$ cat config.mk
export PLATFORM = sky130hd
export DESIGN_NAME = brcd_out_stage
export DESIGN_NICKNAME = d
export VERILOG_FILES = /design/src/rtl/brcd_pkg.sv /design/src/rtl/brcd_out_stage.sv
export VERILOG_INCLUDE_DIRS = /design/src /design/src/rtl
export SDC_FILE = /design/constraint.sdc
export NUM_CORES = 1
export LEC_CHECK = 0
export BUFFER_PORTS_ARGS = -buffer_cell sky130_fd_sc_hd__buf_4
export CAP_MARGIN = 20
export CORE_MARGIN = 2
export CORE_UTILIZATION = 25
export DETAILED_ROUTE_END_ITERATION = 6
export HOLD_SLACK_MARGIN = 0.15
export PLACE_DENSITY = 0.52
export SLEW_MARGIN = 20
export SYNTH_ARGS = -nofsm -noshare
export SYNTH_HDL_FRONTEND = slang
export SYNTH_SLANG_ARGS = --single-unit
$ cat constraint.sdc
create_clock -name clk -period 1.3 [get_ports clk]
set_input_delay 0.195 -clock clk [delete_from_list [all_inputs] [get_ports clk]]
set_output_delay 0.195 -clock clk [all_outputs]
set_load 0.05 [all_outputs]
$ cat src/rtl/assert_macros.svh
// Assertion helpers; the enclosing module provides clk and rst_n.
`ifndef ASSERT_MACROS_SVH
`define ASSERT_MACROS_SVH

// Same-cycle implication.
`define ASSERT_IMPLY(lbl, ante, cons) \
    lbl: assert property (@(posedge clk) disable iff (!rst_n) (ante) |-> (cons)) \
        else $error("same-cycle check failed");

// Next-cycle implication.
`define ASSERT_NEXT(lbl, ante, cons) \
    lbl: assert property (@(posedge clk) disable iff (!rst_n) (ante) |=> (cons)) \
        else $error("next-cycle check failed");

`endif

$ cat src/rtl/brcd_pkg.sv
`default_nettype none

package brcd_pkg;

    localparam int MAX_ROWS_DEF     = 64;
    localparam int MAX_COLUMNS_DEF  = 64;
    localparam int SAMPLE_WIDTH_DEF = 16;

    localparam int CFG_DATA_W  = 7;
    localparam int CFG_INDEX_W = 1;

    localparam logic [CFG_DATA_W-1:0] COUNT_RESET = 7'd8;

    localparam logic [CFG_INDEX_W-1:0] CFG_ROW_COUNT    = 1'b0;
    localparam logic [CFG_INDEX_W-1:0] CFG_COLUMN_COUNT = 1'b1;

    localparam logic KIND_SAMPLE = 1'b0;
    localparam logic KIND_TICK   = 1'b1;

    // Result tag that travels alongside the RAM read.
    typedef struct packed {
        logic valid;
        logic last;
        logic ovf;
    } result_meta_t;

endpackage

`default_nettype wire

$ cat src/rtl/brcd_out_stage.sv
`default_nettype none

module brcd_out_stage #(
    parameter int SAMPLE_WIDTH = brcd_pkg::SAMPLE_WIDTH_DEF
) (
    input  wire logic                            clk,
    input  wire logic                            rst_n,
    input  wire logic                            item_accept,
    input  wire brcd_pkg::result_meta_t          meta,
    input  wire logic [SAMPLE_WIDTH-1:0]         rd_data,
    input  wire logic                            result_stall,
    output logic                                 item_stall,
    output logic                                 result_valid,
    output logic signed [SAMPLE_WIDTH-1:0]       sample_out,
    output logic                                 end_of_block,
    output logic                                 overflow
);

    import brcd_pkg::*;

    `include "assert_macros.svh"

    result_meta_t             s1_reg, s1_next;
    logic                     result_valid_reg, result_valid_next;
    logic [SAMPLE_WIDTH-1:0]  sample_out_reg;
    logic                     end_of_block_reg;
    logic                     overflow_reg;
    logic                     s1_adv;

    // s1 lines up with the registered RAM read; it moves on when the result
    // register is empty or being taken.
    assign s1_adv     = s1_reg.valid && (!result_valid_reg || !result_stall);
    assign item_stall = s1_reg.valid && result_valid_reg && result_stall;

    always_comb
    begin
        s1_next = s1_reg;
        if (item_accept)
        begin
            s1_next = meta;
        end
        else if (s1_adv)
        begin
            s1_next = '0;
        end

        result_valid_next = result_valid_reg;
        if (s1_adv)
        begin
            result_valid_next = 1'b1;
        end
        else if (!result_stall)
        begin
            result_valid_next = 1'b0;
        end
    end

    always_ff @(posedge clk or negedge rst_n)
    begin
        if (!rst_n)
        begin
            s1_reg           <= '0;
            result_valid_reg <= 1'b0;
        end
        else
        begin
            s1_reg           <= s1_next;
            result_valid_reg <= result_valid_next;
        end
    end

    always_ff @(posedge clk)
    begin
        if (s1_adv)
        begin
            sample_out_reg   <= s1_reg.ovf ? '0 : rd_data;
            end_of_block_reg <= s1_reg.last;
            overflow_reg     <= s1_reg.ovf;
        end
    end

    assign result_valid = result_valid_reg;
    assign sample_out   = sample_out_reg;
    assign end_of_block = end_of_block_reg;
    assign overflow     = overflow_reg;

    `ASSERT_IMPLY(a_ovf_not_last, result_valid_reg, !(end_of_block_reg && overflow_reg))
    `ASSERT_NEXT(a_s1_kept, s1_reg.valid && !s1_adv, s1_reg.valid)

endmodule

`default_nettype wire

# Yosys cells after proc, flatten, opt, wreduce, memory -nomap -nowiden
# Index checks and enable logic that the tools add are counted.
# word_totals
regBits	22
elab_cells	19
# classes
eq_ne	1
n_mux	4
reduce_logical	7
# ops
cell	n
3-bit two-way mux	2
1-bit logical AND	3
1-bit logical NOT	2
1-bit two-way mux	2
2-bit by 1-bit inequality test with 1-bit output (second input constant)	1
2-bit nonzero test	1
1-bit logical OR	1

# Longest topological paths before layout
# logic_depth
depth_word	5
ltp_mapped	2

# Worst setup path after synthesis
# No wires, ideal clock.
# synth_timing
path_type	reg2reg
startpoint	register result_valid_reg, in the netlist result_valid
endpoint	register end_of_block_reg, in the netlist end_of_block, enable pin
setup_time_ps	383
arrival_time_ps	1274
required_time_ps	917
slack_ps	-356
path_stages_with_launch	2
n_path_buf	0
cell_sequence	dfrtp_1 -> a21boi_2
# synth_between
elab_chain_cells	3
# synth_rtl
element	line	rtl
start: declaration	brcd_out_stage.sv:24	logic result_valid_reg, result_valid_next;
start signal: assignment	brcd_out_stage.sv:68	result_valid_reg <= result_valid_next;
1-bit logical NOT	brcd_out_stage.sv:32	assign s1_adv = s1_reg.valid && (!result_valid_reg || !result_stall);
1-bit logical OR	brcd_out_stage.sv:32	
1-bit logical AND	brcd_out_stage.sv:32	
end signal: assignment	brcd_out_stage.sv:77	end_of_block_reg <= s1_reg.last;
end: declaration	brcd_out_stage.sv:26	logic end_of_block_reg;
# No other way between the ends.
# A chain may end at the register's enable or synchronous reset.

# Worst setup path in the final report
# layout_timing
startpoint	register result_valid_reg, in the netlist result_valid
endpoint	output port item_stall
# layout_between
elab_chain_cells	2
# layout_rtl
element	line	rtl
1-bit logical AND (2 in a row)	brcd_out_stage.sv:33	assign item_stall = s1_reg.valid && result_valid_reg && result_stall;
end: declaration	brcd_out_stage.sv:12	output logic item_stall,
# No other way between the ends.

==> results_dict.tcl <==
set metrics [dict create \
    p_leak_uw 0.000558 \
    antenna_cells 0 \
    root_buffer "clkbuf_4" \
    drt_iter0_markers 3 \
    relSlewSlack 0.904 \
    num_vias 578 \
    yosys.area_share.simple 0.160 \
    synth-compound-area-share 0.0366 \
    status "finished, final reports clean" \
    ff_latch_area_um2 642 \
    grt_pass1_vias 574 \
    cts_sinks 22 \
    syn-cell-area_um2 821 \
    fin_crit_sh 0.965 \
    dieArea_um2 3760 \
    cpPeakStageDelay_ns 0.43 \
    initial_core_util 0.267 \
    hp-class "in2reg" \
    arrival_ns 1.06 \
    io_pins 43 \
    place_ws_ns 0.217 \
    cts_max_level 1 \
    die_width_um 61.3 \
    power_uw 1520 \
    cp_cell_sequence "and3_4 -> buf_6" \
    syn_nets 72 \
    chipHeight_um 61.3 \
    syn2layout_area_growth_pct 61.9 \
    synthAdderAreaFrac 0 \
    worstSetupEndpointType "output pin" \
    vias_per_cell 3.91 \
    wirelength_mm 1.59 \
    drive_gt1_frac 0.519 \
    utilization 0.432 \
    ys_seq_area_frac 0.780 \
    synth-xor-area-share 0 \
    power.density_nw_per_um2 1140 \
    syn-mean-instance-area_um2 16.8 \
    fillers 305 \
    yosys.area.top_type "edfxtp_1" \
    final_cell_count_no_fill 148 \
    drc_errors 0 \
    grt_pass1_wl_mm 2.48 \
    rsz0062_at_grt "true" \
    grt.total_usage 0.0944 \
    core_area_um2 3080 \
    slew_viol_final 0 \
    finalSetupViolations 0 \
    largest_reg_flops 16 \
    gp_congestion 0.643 \
    clockBufferDepth 2 \
    drv_cap 0 \
    cp_top_family "flip-flops" \
    cts_buffers 3 \
    cpMaxStageDelayCell "dfrtp_2" \
    finalClockSkew_ns 0.00570 \
    cts_tree "done" \
    required_ns 1.11 \
    syn_inst 49 \
    peakVddDrop_mv 0.742 \
    portBuffers 42 \
    synthMuxAreaShare 0.0137 \
    tightest_slew_ns 0.144 \
    worst-path-buf-inv 1 \
    multi_input_area_um2 180 \
    grt_max_degree 21 \
    crit_fanout 3 \
    ys_ff_latch 22 \
    fin_crit_ns 1.25 \
    crit_path_start_kind "flip-flop" \
    dp_hpwl_mm 1.19 \
    ys_warn_count 0 \
    path_class "reg2out" \
    clock_latency_ns 0.30 \
    synth_cell_types 11 \
    row_count 20 \
    ant_nets 0 \
    clk_pin_slew_ns 0.12 \
    dpl.cell_count 136 \
    drt_first_pass_iters 3 \
    grt.overflow.total 0 \
    setup_ws_ns 0.0455 \
    hold_violations 0 \
    fin_nets 128 \
    yosys-top-cells-area "edfxtp_1, dfrtp_1, nor2b_1" \
    whs_ns 0.176 \
    synth_top_family_by_area "simple AND/OR/NAND/NOR gates" \
    grt_antenna_before_repair 0 \
    max_freq_mhz 797 \
    wl_per_cell_um 10.8 \
    synth_top_area_share 0.659 \
]
==> final cells by class <==
cell class / count / area share
well taps: 44 / 0.0414
repair buffers: 52 / 0.320
multi-input cells: 26 / 0.136
flip-flops and latches: 22 / 0.483
clock buffers: 4 / 0.0198
==> report_power, final <==
| group | switching [µW] | leakage (µW) | internal, µW |
|---|---|---|---|
| Sequential | 17.0 | 0.000220 | 822 |
| Clock | 197 | 0.0000150 | 120 |
| Combinational | 210 | 0.000324 | 152 |
==> cells in the final DEF, fill, tap and decap left out, types with 2 or more instances in the layout <==
master,synthesis,routed
dlygate4sd3_1,0,6
o21ai_1,2,2
nand2b_1,2,2
nand2_1,2,2
nor2b_1,16,16
buf_6,0,2
dfrtp_1,4,3
buf_4,1,43
clkbuf_4,0,3
edfxtp_1,18,18
==> worst paths after layout <==
check,startpoint,end,slack [ns],cells past startpoint
min,rd_data[2],sample_out[2],0.18,2
max,result_valid,item_stall,0.05,2
max reg2reg,result_valid,end_of_block,0.10,3
max in group asynchronous,rst_n,result_valid,0.97,2
min reg2reg,s1_reg[1],end_of_block,0.48,0
min in group asynchronous,rst_n,s1_reg[2],0.22,2
==> cells by family (layout without fill, tap and decap cells) <==
group / Yosys count / after routing
AO/OA/AOI/OAI: 4 / 4
buffers and inverters: 1 / 56
flip-flops: 22 / 22
multiplexers: 1 / 1
AND/OR/NAND/NOR: 21 / 21
==> synth_stat cells <==
library cell	instances
edfxtp_1	18
nand2b_1	2
nand2_1	2
and3_4	1
a21o_2	1
buf_4	1
nor2b_1	16
mux2_2	1
dfrtp_1	4
o21ai_1	2
a21boi_2	1
==> worst register-to-register path, cell delays in order (launching register included) <==
cell	delay [ns]
dfrtp_2	0.43
buf_4	0.14
a21boi_4	0.16
buf_12	0.17
==> metrics by stage <==
stage | area, µm² | TNS, ns
floorplan | 830 | -0.931
global placement | 1220 | 0
detailed placement | 1220 | 0
CTS | 1320 | 0
global route | 1330 | -0.00950
finish | 1330 | 0
==> layer usage <==
| metal | track usage | share of wire | vias to the layer above |
|---|---|---|---|
| met4 | 0.00932 | 0 | 0 |
| met3 | 0.0462 | 0.077 | 0 |
| li1 | - | - | 281 |
| met1 | 0.0972 | 0.36 | 275 |
| met5 | 0 | 0 | - |
| met2 | 0.178 | 0.57 | 22 |
==> repair_timing <==
action,4_1_cts,5_1_grt
gates resized for setup,0,2
pin swaps,0,0
endpoints found under the hold margin,8,0
endpoints found under the setup margin,1,2
hold buffers,6,0
buffers inserted,2,0
No activity file was read; power rests on OpenSTA's default activity.
