File: src/rtl/assert_macros.svh
// Assertion helpers; the enclosing module provides clk and rst_n.
`ifndef ASSERT_MACROS_SVH
`define ASSERT_MACROS_SVH

// Same-cycle implication.
`define ASSERT_IMPLY(lbl, ante, cons) \
    lbl: assert property (@(posedge clk) disable iff (!rst_n) (ante) |-> (cons)) \
        else $error("same-cycle check failed");

// Next-cycle implication.
`define ASSERT_NEXT(lbl, ante, cons) \
    lbl: assert property (@(posedge clk) disable iff (!rst_n) (ante) |=> (cons)) \
        else $error("next-cycle check failed");

`endif

File: src/rtl/brcd_pkg.sv
`default_nettype none

package brcd_pkg;

    localparam int MAX_ROWS_DEF     = 64;
    localparam int MAX_COLUMNS_DEF  = 64;
    localparam int SAMPLE_WIDTH_DEF = 16;

    localparam int CFG_DATA_W  = 7;
    localparam int CFG_INDEX_W = 1;

    localparam logic [CFG_DATA_W-1:0] COUNT_RESET = 7'd8;

    localparam logic [CFG_INDEX_W-1:0] CFG_ROW_COUNT    = 1'b0;
    localparam logic [CFG_INDEX_W-1:0] CFG_COLUMN_COUNT = 1'b1;

    localparam logic KIND_SAMPLE = 1'b0;
    localparam logic KIND_TICK   = 1'b1;

    // Result tag that travels alongside the RAM read.
    typedef struct packed {
        logic valid;
        logic last;
        logic ovf;
    } result_meta_t;

endpackage

`default_nettype wire

File: src/rtl/brcd_ctrl.sv
`default_nettype none

module brcd_ctrl #(
    parameter int MAX_ROWS     = brcd_pkg::MAX_ROWS_DEF,
    parameter int MAX_COLUMNS  = brcd_pkg::MAX_COLUMNS_DEF,
    parameter int SAMPLE_WIDTH = brcd_pkg::SAMPLE_WIDTH_DEF,
    parameter int ADDR_W       = 13
) (
    input  wire logic                                clk,
    input  wire logic                                rst_n,
    input  wire logic                                item_accept,
    input  wire logic                                kind,
    input  wire logic signed [SAMPLE_WIDTH-1:0]      sample_in,
    input  wire logic                                cfg_write,
    input  wire logic [brcd_pkg::CFG_INDEX_W-1:0]    cfg_index,
    input  wire logic [brcd_pkg::CFG_DATA_W-1:0]     cfg_data,
    output logic                                     wr_en,
    output logic [ADDR_W-1:0]                        wr_addr,
    output logic [SAMPLE_WIDTH-1:0]                  wr_data,
    output logic                                     rd_en,
    output logic [ADDR_W-1:0]                        rd_addr,
    output brcd_pkg::result_meta_t                   meta
);

    import brcd_pkg::*;

    `include "assert_macros.svh"

    localparam int OFS_W  = ADDR_W - 1;
    localparam int TOT_W  = OFS_W + 1;
    localparam int ROW_W  = (MAX_ROWS > 1) ? $clog2(MAX_ROWS) : 1;
    localparam int COL_W  = (MAX_COLUMNS > 1) ? $clog2(MAX_COLUMNS) : 1;
    localparam int RCNT_W = $clog2(MAX_ROWS + 1);
    localparam int CCNT_W = $clog2(MAX_COLUMNS + 1);

    logic [CFG_DATA_W-1:0] row_count_reg;
    logic [CFG_DATA_W-1:0] column_count_reg;

    logic [OFS_W-1:0] fill_pos_reg,      fill_pos_next;
    logic             fill_sel_reg,      fill_sel_next;
    logic             fill_complete_reg, fill_complete_next;
    logic             drain_ready_reg,   drain_ready_next;
    logic [ROW_W-1:0] drain_row_reg,     drain_row_next;
    logic [COL_W-1:0] drain_col_reg,     drain_col_next;

    logic [RCNT_W-1:0] rows;
    logic [CCNT_W-1:0] cols;
    logic [TOT_W-1:0]  total;
    logic [TOT_W-1:0]  fill_inc;
    logic [TOT_W-1:0]  rd_ofs;
    logic [ROW_W:0]    row_inc;
    logic [COL_W:0]    col_inc;
    logic              is_sample;
    logic              refuse;
    logic              do_read;
    logic              do_write;
    logic              fill_done;
    logic              row_last;
    logic              col_last;
    logic              block_last;

    always_ff @(posedge clk or negedge rst_n)
    begin
        if (!rst_n)
        begin
            row_count_reg    <= COUNT_RESET;
            column_count_reg <= COUNT_RESET;
        end
        else if (cfg_write)
        begin
            if (cfg_index == CFG_ROW_COUNT)
            begin
                row_count_reg <= cfg_data;
            end
            else if (cfg_index == CFG_COLUMN_COUNT)
            begin
                column_count_reg <= cfg_data;
            end
        end
    end

    // Clamp counts: zero reads as one, large values saturate.
    always_comb
    begin
        if (row_count_reg == '0)
        begin
            rows = RCNT_W'(1);
        end
        else if (32'(row_count_reg) > MAX_ROWS)
        begin
            rows = RCNT_W'(MAX_ROWS);
        end
        else
        begin
            rows = RCNT_W'(row_count_reg);
        end

        if (column_count_reg == '0)
        begin
            cols = CCNT_W'(1);
        end
        else if (32'(column_count_reg) > MAX_COLUMNS)
        begin
            cols = CCNT_W'(MAX_COLUMNS);
        end
        else
        begin
            cols = CCNT_W'(column_count_reg);
        end
    end

    assign total  = TOT_W'(rows) * TOT_W'(cols);
    assign rd_ofs = TOT_W'(drain_col_reg) * TOT_W'(rows) + TOT_W'(drain_row_reg);

    assign is_sample = (kind == KIND_SAMPLE);
    assign refuse    = is_sample && fill_complete_reg && drain_ready_reg;
    assign do_read   = drain_ready_reg && !refuse;
    assign do_write  = is_sample && !fill_complete_reg;

    assign fill_inc  = {1'b0, fill_pos_reg} + TOT_W'(1);
    assign fill_done = (fill_inc >= total);
    assign row_inc   = {1'b0, drain_row_reg} + (ROW_W + 1)'(1);
    assign col_inc   = {1'b0, drain_col_reg} + (COL_W + 1)'(1);
    assign row_last  = (32'(row_inc) >= 32'(rows));
    assign col_last  = (32'(col_inc) >= 32'(cols));
    assign block_last = col_last && row_last;

    always_comb
    begin
        fill_pos_next      = fill_pos_reg;
        fill_sel_next      = fill_sel_reg;
        fill_complete_next = fill_complete_reg;
        drain_ready_next   = drain_ready_reg;
        drain_row_next     = drain_row_reg;
        drain_col_next     = drain_col_reg;

        if (item_accept)
        begin
            // Advance the transposed read position.
            if (do_read)
            begin
                if (col_last)
                begin
                    drain_col_next = '0;
                    if (row_last)
                    begin
                        drain_row_next   = '0;
                        drain_ready_next = 1'b0;
                    end
                    else
                    begin
                        drain_row_next = row_inc[ROW_W-1:0];
                    end
                end
                else
                begin
                    drain_col_next = col_inc[COL_W-1:0];
                end
            end

            if (do_write)
            begin
                if (fill_done)
                begin
                    fill_pos_next      = '0;
                    fill_complete_next = 1'b1;
                end
                else
                begin
                    fill_pos_next = fill_inc[OFS_W-1:0];
                end
            end

            // Hand a full bank to the drain side once it is free.
            if (fill_complete_next && !drain_ready_next)
            begin
                fill_sel_next      = !fill_sel_reg;
                fill_complete_next = 1'b0;
                drain_ready_next   = 1'b1;
                drain_row_next     = '0;
                drain_col_next     = '0;
            end
        end
    end

    always_ff @(posedge clk or negedge rst_n)
    begin
        if (!rst_n)
        begin
            fill_pos_reg      <= '0;
            fill_sel_reg      <= 1'b0;
            fill_complete_reg <= 1'b0;
            drain_ready_reg   <= 1'b0;
            drain_row_reg     <= '0;
            drain_col_reg     <= '0;
        end
        else
        begin
            fill_pos_reg      <= fill_pos_next;
            fill_sel_reg      <= fill_sel_next;
            fill_complete_reg <= fill_complete_next;
            drain_ready_reg   <= drain_ready_next;
            drain_row_reg     <= drain_row_next;
            drain_col_reg     <= drain_col_next;
        end
    end

    assign wr_en   = item_accept && do_write;
    assign wr_addr = {fill_sel_reg, fill_pos_reg};
    assign wr_data = sample_in;
    assign rd_en   = item_accept && do_read;
    assign rd_addr = {!fill_sel_reg, rd_ofs[OFS_W-1:0]};

    assign meta.valid = item_accept && (refuse || do_read);
    assign meta.last  = do_read && block_last;
    assign meta.ovf   = refuse;

    `ASSERT_IMPLY(a_complete_has_drain, fill_complete_reg, drain_ready_reg)
    `ASSERT_NEXT(a_refuse_holds_fill, item_accept && refuse, $stable(fill_pos_reg) && $stable(fill_sel_reg))
    `ASSERT_NEXT(a_handover_restarts, item_accept && !drain_ready_reg && drain_ready_next, drain_row_reg == '0 && drain_col_reg == '0)

endmodule

`default_nettype wire

File: config.mk
export PLATFORM = sky130hd
export DESIGN_NAME = brcd_ctrl
export DESIGN_NICKNAME = d
export VERILOG_FILES = /design/src/rtl/brcd_pkg.sv /design/src/rtl/brcd_ctrl.sv
export VERILOG_INCLUDE_DIRS = /design/src /design/src/rtl
export SDC_FILE = /design/constraint.sdc
export NUM_CORES = 1
export LEC_CHECK = 0
export BUFFER_PORTS_ARGS = -buffer_cell sky130_fd_sc_hd__buf_4
export CORE_MARGIN = 1.5
export CORE_UTILIZATION = 60
export CTS_CLUSTER_DIAMETER = 40
export DETAILED_ROUTE_END_ITERATION = 10
export PLACE_DENSITY = 0.95
export SLEW_MARGIN = 20
export SYNTH_ARGS = -nofsm -noshare
export SYNTH_HDL_FRONTEND = slang
export SYNTH_SLANG_ARGS = --single-unit
File: constraint.sdc
create_clock -name clk -period 9.3 [get_ports clk]
set_clock_uncertainty 0.2 [all_clocks]
set_input_delay 0.93 -clock clk [delete_from_list [all_inputs] [get_ports clk]]
set_output_delay 0.93 -clock clk [all_outputs]
set_load 0.05 [all_outputs]
# --- Yosys cells after proc, flatten, opt, wreduce, memory -nomap -nowiden ---
# Cells that the tools add are included.
classes:
  n_addsub: 4
  mul: 2
  magnitude_cmp: 5
  mux: 21
  n_bitwise: 2
  reduce_logical: 25
ops:
  columns: ["op", "n"]
  rows:
  - ["$mux 6", 7]
  - ["$mux 7", 4]
  - ["$add 6x1->7 const B", 2]
  - ["$ge 7x7->1", 2]
  - ["$gt 7x7->1 const B", 2]
  - ["$logic_not 7->1", 2]
  - ["$add 12x1->13 const B", 1]
  - ["$ge 13x13->1", 1]
  - ["$mul 7x7->13", 1]
  - ["$add 12x6->12", 1]
  - ["$mul 6x7->12", 1]
  - ["$mux 12", 1]
  - ["$logic_and 1x1->1", 10]
  - ["$reduce_and 2->1", 5]
  - ["$mux 1", 9]
  - ["$logic_not 1->1", 4]
  - ["$reduce_bool 2->1", 2]
  - ["$reduce_and 3->1", 1]
  - ["$not 1->1", 2]
  - ["$logic_or 1x1->1", 1]
totals:
  regBits: 41
  out_inout_bits: 47

# --- Logic depth before layout (Yosys ltp) ---
# Gate-level depths: netlist (run 1).
logic_depth:
  word_depth: 12
  depth_mapped: 27
  mapped_depth_nobuf: 26

# --- Worst setup path before layout (run 1) ---
# Ideal clock, no wire load.
synth_timing:
  kind: "reg2reg"
  from: "reg row_count_reg[1]"
  to: "reg drain_row_reg[2]"
  setup_ns: 0.118
  t_arrival_ns: 6.496
  setup_slack_ns: 2.486
  path_stages_with_launch: 26
  n_path_buf: 0
  synth_period_minus_slack_ns: 6.814
  cell_sequence: "dfrtp_1 > or4_1 > nor2_1 > o21ai_1 > inv_1 > nand2_1 > fa_1 > fa_1 > inv_1 > fa_1 > inv_1 > fa_1 > inv_1 > ha_1 > a2111oi_0 > o31ai_1 > a21oi_1 > xor2_1 > ha_1 > and4_1 > nand4_1 > or2_0 > o221a_4 > a211o_4 > o21bai_1 > a21o_1"
synth_via:
  elab_chain_cells: 12
  elab_cells_between_ends: 23
  cone_classes: "mul (1); order compare (3); mux (13); reduce/logical (6)"
synth_rtl:
  columns: ["element", "line", "rtl"]
  rows:
  - ["start: declaration", "brcd_ctrl.sv:36", "logic [CFG_DATA_W-1:0] row_count_reg;"]
  - ["start signal: assignment", "brcd_ctrl.sv:73", "row_count_reg <= cfg_data;"]
  - ["$gt 7x7->1", "brcd_ctrl.sv:89", "else if (32'(row_count_reg) > MAX_ROWS)"]
  - ["$mux 7", "brcd_ctrl.sv:89", null]
  - ["$mux 7 *", "brcd_ctrl.sv:85", "if (row_count_reg == '0)"]
  - ["parallel branches: the longest is 9 deep, another holds $mul 7x7->13", null, null]
  - ["end signal: assignment", "brcd_ctrl.sv:203", "drain_row_reg <= drain_row_next;"]
  - ["end: declaration", "brcd_ctrl.sv:43", "logic [ROW_W-1:0] drain_row_reg, drain_row_next;"]
# Every way passes the cells marked *. The select of a mux whose other input is x is not followed.
# A chain may end at the register's enable or synchronous reset.

# --- Final worst setup path (run 1) ---
layout_timing:
  from: "reg row_count_reg[1]"
  to: "reg drain_col_reg[4]"
layout_via:
  elab_chain_cells: 12
  elab_cells_between_ends: 19
  cone_classes: "mul (1); order compare (3); mux (10); reduce/logical (5)"
layout_rtl:
  columns: ["element", "line", "rtl"]
  rows:
  - ["$gt 7x7->1", "brcd_ctrl.sv:89", null]
  - ["$mux 7", "brcd_ctrl.sv:89", null]
  - ["$mux 7 *", "brcd_ctrl.sv:85", null]
  - ["parallel branches: the longest is 6 deep, another holds $mul 7x7->13", null, null]
  - ["$logic_and 1x1->1 *", "brcd_ctrl.sv:175", "if (fill_complete_next && !drain_ready_next)"]
  - ["$reduce_bool 2->1 (no source line)", null, null]
  - ["$reduce_and 2->1 (no source line)", null, null]
  - ["end signal: assignment", "brcd_ctrl.sv:204", "drain_col_reg <= drain_col_next;"]
  - ["end: declaration", "brcd_ctrl.sv:44", "logic [COL_W-1:0] drain_col_reg, drain_col_next;"]
# Marked as above.

==> reports/results.tsv, run 1 <==
stage	metric	value	unit
final_layout	nets	834	
worst_setup_path	cp-end-kind	register	
worst_setup_path	cp_top_family	adder cells	
clocking	cts_setup_buffers	0	
final_layout	largest_register_ffs	12	
sta	period_needed	7.588	ns
logic_synthesis	synth_cell_types	48	
logic_synthesis	yosys.area.top_type_share	0.1969	
final_layout	antenna_cells	0	
power_and_ir_drop	finalPower	1.550	mW
grt	grt_pass1_wl	21.46	mm
clocking	cts_tree	yes	
grt	antenna_found_initial	0	
drt	drt_iter0_drc	436	
status	status	finished, final reports clean	
drt	drt-total-wl	12.65	mm
worst_setup_path	required	9.34	ns
sta	setup_viol	0	
clocking	clock_path_buffers	2	
drt	wire_per_inst	15.84	µm
clocking	clkTransAtPathRegs	0.08	ns
placed_design	place.gp.congestion	0.9582	
run	drv_cap	0	
drt	route.detailed.drc	0	
clocking	htreeDepth	2	
die	initial_utilization	0.6188	
clocking	root_buffer	clkbuf_8	
grt	grt_max_degree	42	
sta	fin_setup_tns	0	ns
sta	hold_slack	0.3360	ns
logic_synthesis	async_reset_ff_frac	1.000	
logic_synthesis	synth.ff_latch_count	41	
logic_synthesis	ys_warn_count	0	
logic_synthesis	synth-seq-area-share	0.1799	
logic_synthesis	synth_common_cells	90 x ha_1, 78 x inv_1, 68 x nand2_1	
worst_setup_path	slowest_stage	a2111oi_0	
grt	grt_pass1_vias	4851	
worst_setup_path	cp-start-kind	register	
placed_design	dp_hpwl	10.05	mm
logic_synthesis	synthesis.nets	817	
logic_synthesis	synthCells	652	
grt	grt_overflow	0	
logic_synthesis	post_synth.cell_area_avg	8.770	µm²
hold_path	min_path_type	reg2reg	
logic_synthesis	synth_flop_cell	dfrtp_1	
clocking	cts_hold_buf	0	
grt	track_usage	0.2647	
drt	ant_nets	0	
logic_synthesis	yosys-top-cells-area	ha_1 20%, dfrtp_1 17%, fa_1 16%	
sta	finalCritPeriodShare	0.8159	
placed_design	dpl.cell_count	791	
worst_setup_path	worst-path-buf-inv	4	
sta	worst_pin_slew	0.8157	ns
drt	vias_per_cell	5.872	
die	fp.dieW	100.6	µm
logic_synthesis	netlist_area	0.005718	mm²
worst_setup_path	crit_type	reg2reg	
sta	hold_viol	0	
clocking	clkSinkCount	41	
sta	fmax	131.8	MHz
clocking	worstSkewPairLatency	0.31	ns
logic_synthesis	yosysMostFrequentCell	ha_1	
die	std_cell_rows	35	
logic_synthesis	synth_top_area_cell	ha_1	
final_layout	area_growth	6.652	%
clocking	cts_resized	0	
logic_synthesis	synth_edf_count	0	
sta	rsz0062_at_grt	false	
power_and_ir_drop	peakVddDrop	0.2186	mV
power_and_ir_drop	power_density	254.2	mW/mm²
drt	num_vias	4692	
die	die-area	0.01012	mm²
drt	drt_pre_antenna_iters	5	
die	die_h	100.6	µm
die	core	0.009240	mm²
final_layout	drive_above_1_share	0.1060	
worst_setup_path	slowest_delay	0.67	ns
placed_design	port_buffers	43	
sta	relSlewSlack	0.4551	
sta	setup_ws	1.712	ns
die	ioPinCount	76	
worst_setup_path	critPathMaxFanout	8	
final_layout	finalNonFillerCells	799	
clocking	cts_buffers	5	
sta	slew_violations	0	
worst_setup_path	arrival	7.63	ns
power_and_ir_drop	cellLeakagePower	3.177	nW
placed_design	detailedPlace.worstSlack	1.675	ns
metrics by stage:
stage / utilization / area [µm²]
after detailed placement: 0.6505 / 6011
after global routing: 0.6600 / 6098
after CTS: 0.6600 / 6098
after floorplan: - / 5718
after global placement: 0.6505 / 6011
final: 0.6600 / 6098
power by group:
| part | switching, mW | internal, mW |
|---|---|---|
| clock network | 0.0686 | 0.0530 |
| logic | 0.719 | 0.425 |
| registers | 0.0705 | 0.214 |
| total | 0.858 | 0.692 |
area by class of cell:
class	instances	area [µm²]
Multi-Input combinational cell	500	4205
Fill cell	661	3142
Sequential cell	41	1028
Timing Repair Buffer	43	322.8
Inverter	78	292.8
Tap cell	129	161.4
Clock buffer	6	72.57
Clock inverter	2	15.01
cells in the final DEF (no fill, tap or decap), types with 3 or more instances in the layout:
cell	count
ha_1	90
inv_1	78
nand2_1	68
nor2_1	54
fa_1	46
buf_4	43
dfrtp_1	39
o21ai_0	31
xnor2_1	30
and2_1	22
a21oi_1	22
nand3_1	16
xor2_1	14
mux2_2	13
nor2b_1	12
and3_1	10
nand2b_1	10
a21o_1	7
nand4_1	5
a22o_1	5
clkbuf_8	5
o21bai_1	4
o31ai_1	4
or2_2	3
o41ai_1	3
or3_1	3
routing by layer:
| metal | up-vias | routed length [µm] | global-route usage |
|---|---|---|---|
| met1 | 2270 | 5051 | 0.3253 |
| met2 | 202 | 6431 | 0.4621 |
| met5 | - | 0 | 0 |
| met3 | 39 | 800 | 0.03883 |
| met4 | 0 | 371 | 0.1148 |
| li1 | 2181 | - | - |
worst paths after layout:
check / from / endpoint / slack, ns / cells past startpoint
min reg2reg: column_count_reg[0]$_DFFE_PN0P_ / column_count_reg[0]$_DFFE_PN0P_ / 0.34 / 1
min: column_count_reg[0]$_DFFE_PN0P_ / column_count_reg[0]$_DFFE_PN0P_ / 0.34 / 1
max in group asynchronous: rst_n / row_count_reg[3]$_DFFE_PN1P_ / 8.12 / 1
max: row_count_reg[1]$_DFFE_PN0P_ / drain_col_reg[4]$_DFFE_PN0P_ / 1.71 / 25
max reg2reg: row_count_reg[1]$_DFFE_PN0P_ / drain_col_reg[4]$_DFFE_PN0P_ / 1.71 / 25
min in group asynchronous: rst_n / fill_pos_reg[8]$_DFFE_PN0P_ / 0.39 / 1
cell families after synthesis:
| logic type | after synthesis | synth area share |
|---|---|---|
| buffers and inverters | 111 | 0.08468 |
| adder cells (fa/ha/maj) | 136 | 0.3580 |
| AO/OA/AOI/OAI | 92 | 0.1037 |
| XOR/XNOR | 44 | 0.06740 |
| multiplexers | 13 | 0.02560 |
| AND/OR/NAND/NOR | 215 | 0.1807 |
| flip-flops | 41 | 0.1799 |
worst register-to-register path, cell delays in order, from the launching register on:
cell and delay (ns):
dfrtp_1 0.40, or4_1 0.56, nor2_1 0.12, o21ai_1 0.18
inv_1 0.28, nand2_1 0.13, fa_1 0.52, fa_1 0.55
inv_1 0.05, fa_1 0.53, inv_1 0.06, fa_1 0.52
inv_1 0.04, ha_1 0.35, a2111oi_0 0.67, o31ai_1 0.15
a21oi_1 0.19, xor2_1 0.09, ha_1 0.29, and4_1 0.22
nand4_1 0.11, or2_0 0.23, o221a_4 0.28, a211o_1 0.41
nor2_2 0.22, a22o_1 0.16
Note: power is estimated with default switching activity, not from simulation.
==> run 2: changes to the inputs <==
- ABC_AREA: not set -> 1
- CORE_UTILIZATION: 60 -> 55
- PLACE_DENSITY: 0.95 -> 0.91
- clock period: 9.3 -> 6.1 ns (I/O delays scaled with it)
==> run 2 against run 1 <==
Net effect:
- the run now ends with setup timing left
- clock-buffer cell count increased by 1
- via count rose by 22%
- wire length grew 23%
- global-route usage down 1.6 points
- synthesized area up 6.6%
- core utilization fell by 0.61 points
- worst setup slack got worse by 1.8 ns
- first-iteration DRC count is 49% higher
- sequential share of layout area down 2.4 points
==> reports/results.tsv, run 2 <==
stage	metric	value	unit	change
grt	grt_pass1_vias	5263		+8.5%
worst_setup_path	crit_type	reg2reg		
power_and_ir_drop	cellLeakagePower	3.887	nW	+22%
grt	grt_pass1_wl	23.36	mm	+8.8%
worst_setup_path	r2r_slack	-0.12	ns	-1.83 ns
logic_synthesis	yosys.area.top_type_share	0.1848		-0.01213
final_layout	final_core_utilization	0.6539		-0.006131
final_layout	multiInputGateArea	0.004579	mm²	+8.9%
final_layout	layout_common_cells	158 x nand2_1, 145 x inv_1, 82 x buf_4, 80 x ha_1, 79 x nor2_1		
drt	drt_pre_antenna_iters	6		+1
status	violations	setup timing		
hold_path	min_path_type	in2async		
sta	fmax	160.8	MHz	+22%
worst_setup_path	regToRegEndpoint	drain_row_reg[4]$_DFFE_PN0P_		
placed_design	dp_hpwl	11.17	mm	+11%
clocking	clkSinkCount	41		unchanged
sta	period_needed	6.218	ns	-1.370 ns
logic_synthesis	yosys-top-cells-area	ha_1 18%, dfrtp_1 16%, fa_1 15%		
grt	grt_max_degree	42		unchanged
grt	antenna_found_initial	0		unchanged
drt	num_vias	5713		+22%
sta	rsz0062_at_grt	true		
worst_setup_path	critPathMostFrequentCell	nand2_2		
final_layout	antenna_cells	0		unchanged
drt	route.detailed.drc	0		unchanged
die	std_cell_rows	38		+8.6%
logic_synthesis	synth-seq-area-share	0.1688		-0.01108
sta	fin_setup_tns	-0.9631	ns	-0.9631 ns
logic_synthesis	synth_edf_count	0		unchanged
drt	wire_per_inst	15.27	µm	-3.6%
logic_synthesis	synth_common_cells	177 x nand2_1, 149 x inv_1, 90 x ha_1, 90 x nor2_1, 46 x fa_1		
sta	setup_ws	-0.1178	ns	-1.830 ns
logic_synthesis	synth_cell_types	36		-25%
logic_synthesis	ys_warn_count	0		unchanged
clocking	root_buffer	clkbuf_8		
die	ioPinCount	76		unchanged
drt	ant_nets	0		unchanged
sta	hold_viol	0		unchanged
drt	drt-total-wl	15.51	mm	+23%
logic_synthesis	async_reset_ff_frac	1.000		unchanged
sta	hold_slack	0.07251	ns	-0.2635 ns
power_and_ir_drop	finalPower	2.316	mW	+49%
clocking	cts_tree	yes		
die	fp.dieW	108.3	µm	+7.6%
power_and_ir_drop	power_density	326.8	mW/mm²	+29%
final_layout	drive_above_1_share	0.2032		+0.09723
worst_setup_path	critPathMaxFanout	7		-1
placed_design	port_buffers	43		unchanged
run	drv_cap	0		unchanged
logic_synthesis	synthesis.nets	982		+20%
final_layout	nets	1040		+25%
logic_synthesis	synth_top_area_cell	ha_1		
clocking	htreeDepth	2		unchanged
placed_design	detailedPlace.worstSlack	-0.1006	ns	-1.776 ns
worst_setup_path	required	6.15	ns	-3.19 ns
drt	drt_iter0_drc	650		+49%
worst_setup_path	cp-start-kind	register		
logic_synthesis	synth_flop_cell	dfrtp_1		
die	die_h	108.3	µm	+7.6%
final_layout	final_common_cell	nand2_1		
placed_design	place.gp.congestion	0.9162		-4.4%
sta	worst_pin_slew	0.5301	ns	-0.2856 ns
worst_setup_path	cp_top_family	adder cells		
worst_setup_path	slowest_stage	fa_1		
final_layout	largest_register_ffs	12		unchanged
final_layout	fillers	785		+19%
worst_setup_path	r2r_start	row_count_reg[6]$_DFFE_PN0P_		
final_layout	seq_area	0.001028	mm²	unchanged
worst_setup_path	arrival	6.27	ns	-1.36 ns
drt	vias_per_cell	5.623		-4.2%
worst_setup_path	slowest_delay	0.55	ns	-0.12 ns
power_and_ir_drop	peakVddDrop	0.3693	mV	+69%
clocking	worstSkewPairLatency	0.31	ns	about the same
worst_setup_path	cp-end-kind	register		
grt	track_usage	0.2489		-0.01572
logic_synthesis	netlist_area	0.006093	mm²	+6.6%
status	status	finished with violations		
final_layout	area_growth	16.32	%	
die	die-area	0.01172	mm²	+16%
clocking	clkTransAtPathRegs	0.08	ns	about the same
logic_synthesis	post_synth.cell_area_avg	7.458	µm²	-15%
clocking	cts_buffers	5		unchanged
logic_synthesis	yosysMostFrequentCell	nand2_1		
clocking	clock_path_buffers	2		unchanged
sta	relSlewSlack	0.6466		+0.1915
die	core	0.01084	mm²	+17%
sta	finalCritPeriodShare	1.019		+0.2034
worst_setup_path	worst-r2r-cell-count	32		+28%
sta	setup_viol	14		+14
logic_synthesis	synth.ff_latch_count	41		unchanged
worst_setup_path	worst-path-buf-inv	9		+5
sta	slew_violations	0		unchanged
logic_synthesis	synthCells	817		+25%
die	initial_utilization	0.5621		-0.05673
grt	grt_overflow	0		unchanged
## run 2: logic make-up (layout without fill, tap and decap cells)
kind of cell | after synthesis | in the layout | synth area share
AND/OR/NAND/NOR | 342 | 343 | 0.2437
buffers and inverters | 189 | 247 | 0.1316
adder cells (fa/ha/maj) | 136 | 136 | 0.3359
AO/OA/AOI/OAI | 69 | 69 | 0.06222
flip-flops | 41 | 41 | 0.1688
XOR/XNOR | 39 | 39 | 0.05606
multiplexers | 1 | 1 | 0.001643
## run 2: worst max-delay path by stage
| stage | cells after the start | slack (ns) | from | end |
|---|---|---|---|---|
| 2_1_floorplan | 35 | 0.34 | column_count_reg[2]$_DFFE_PN0P_ | drain_row_reg[0]$_DFFE_PN0P_ |
| 3_3_place_gp | 37 | 0.13 | row_count_reg[0]$_DFFE_PN0P_ | drain_row_reg[1]$_DFFE_PN0P_ |
| 3_5_place_dp | 37 | -0.10 | row_count_reg[0]$_DFFE_PN0P_ | drain_row_reg[2]$_DFFE_PN0P_ |
| 4_1_cts | 37 | 0.004 | row_count_reg[0]$_DFFE_PN0P_ | drain_row_reg[2]$_DFFE_PN0P_ |
| 5_1_grt | 33 | -0.35 | column_count_reg[2]$_DFFE_PN0P_ | drain_row_reg[0]$_DFFE_PN0P_ |
| 6_report | 32 | -0.12 | row_count_reg[6]$_DFFE_PN0P_ | drain_row_reg[4]$_DFFE_PN0P_ |
## run 2: report_power, final
| part | switching [mW] | internal [mW] |
|---|---|---|
| clock | 0.0984 | 0.0817 |
| combinational | 1.09 | 0.602 |
| sequential | 0.106 | 0.340 |
| total | 1.29 | 1.02 |
## run 2: area by class of cell
class / count / area share
multi-input cells: 588 / 0.6461
flip-flops and latches: 41 / 0.1451
repair buffers: 84 / 0.09003
inverters: 155 / 0.08208
well taps: 140 / 0.02471
clock buffers: 7 / 0.01077
clock inverters: 1 / 0.001236
## run 2: repair_timing
action                                  CTS  global route
buffers inserted                          0            14
gates cloned                              1             0
pin swaps                                 0            37
gates resized for setup                   8            69
hold buffers                              0             0
endpoints found under the setup margin   13            33
## run 2: per-layer routing
layer	vias up	GRT usage	routed length, µm
met5	-	0	0
met4	0	0.09680	552
met3	67	0.03737	1269
met2	283	0.4146	7641
met1	2707	0.3267	6046
li1	2656	-	-
## run 2: worst reg2reg max path, delay by kind of cell (launching register included)
family | cells | cell delay, ns
adder cells (fa/ha/maj) | 6 | 2.63
AO/OA/AOI/OAI | 2 | 0.30
flip-flops | 1 | 0.50
buffers and inverters | 9 | 0.87
AND/OR/NAND/NOR | 14 | 1.52
XOR/XNOR | 1 | 0.15
## run 2: through the flow
stage	std cells	cell area, µm²
floorplan	817	6093
global placement	993	6574
detailed placement	993	6574
CTS	1002	6713
global route	1016	7088
finish	1016	7088
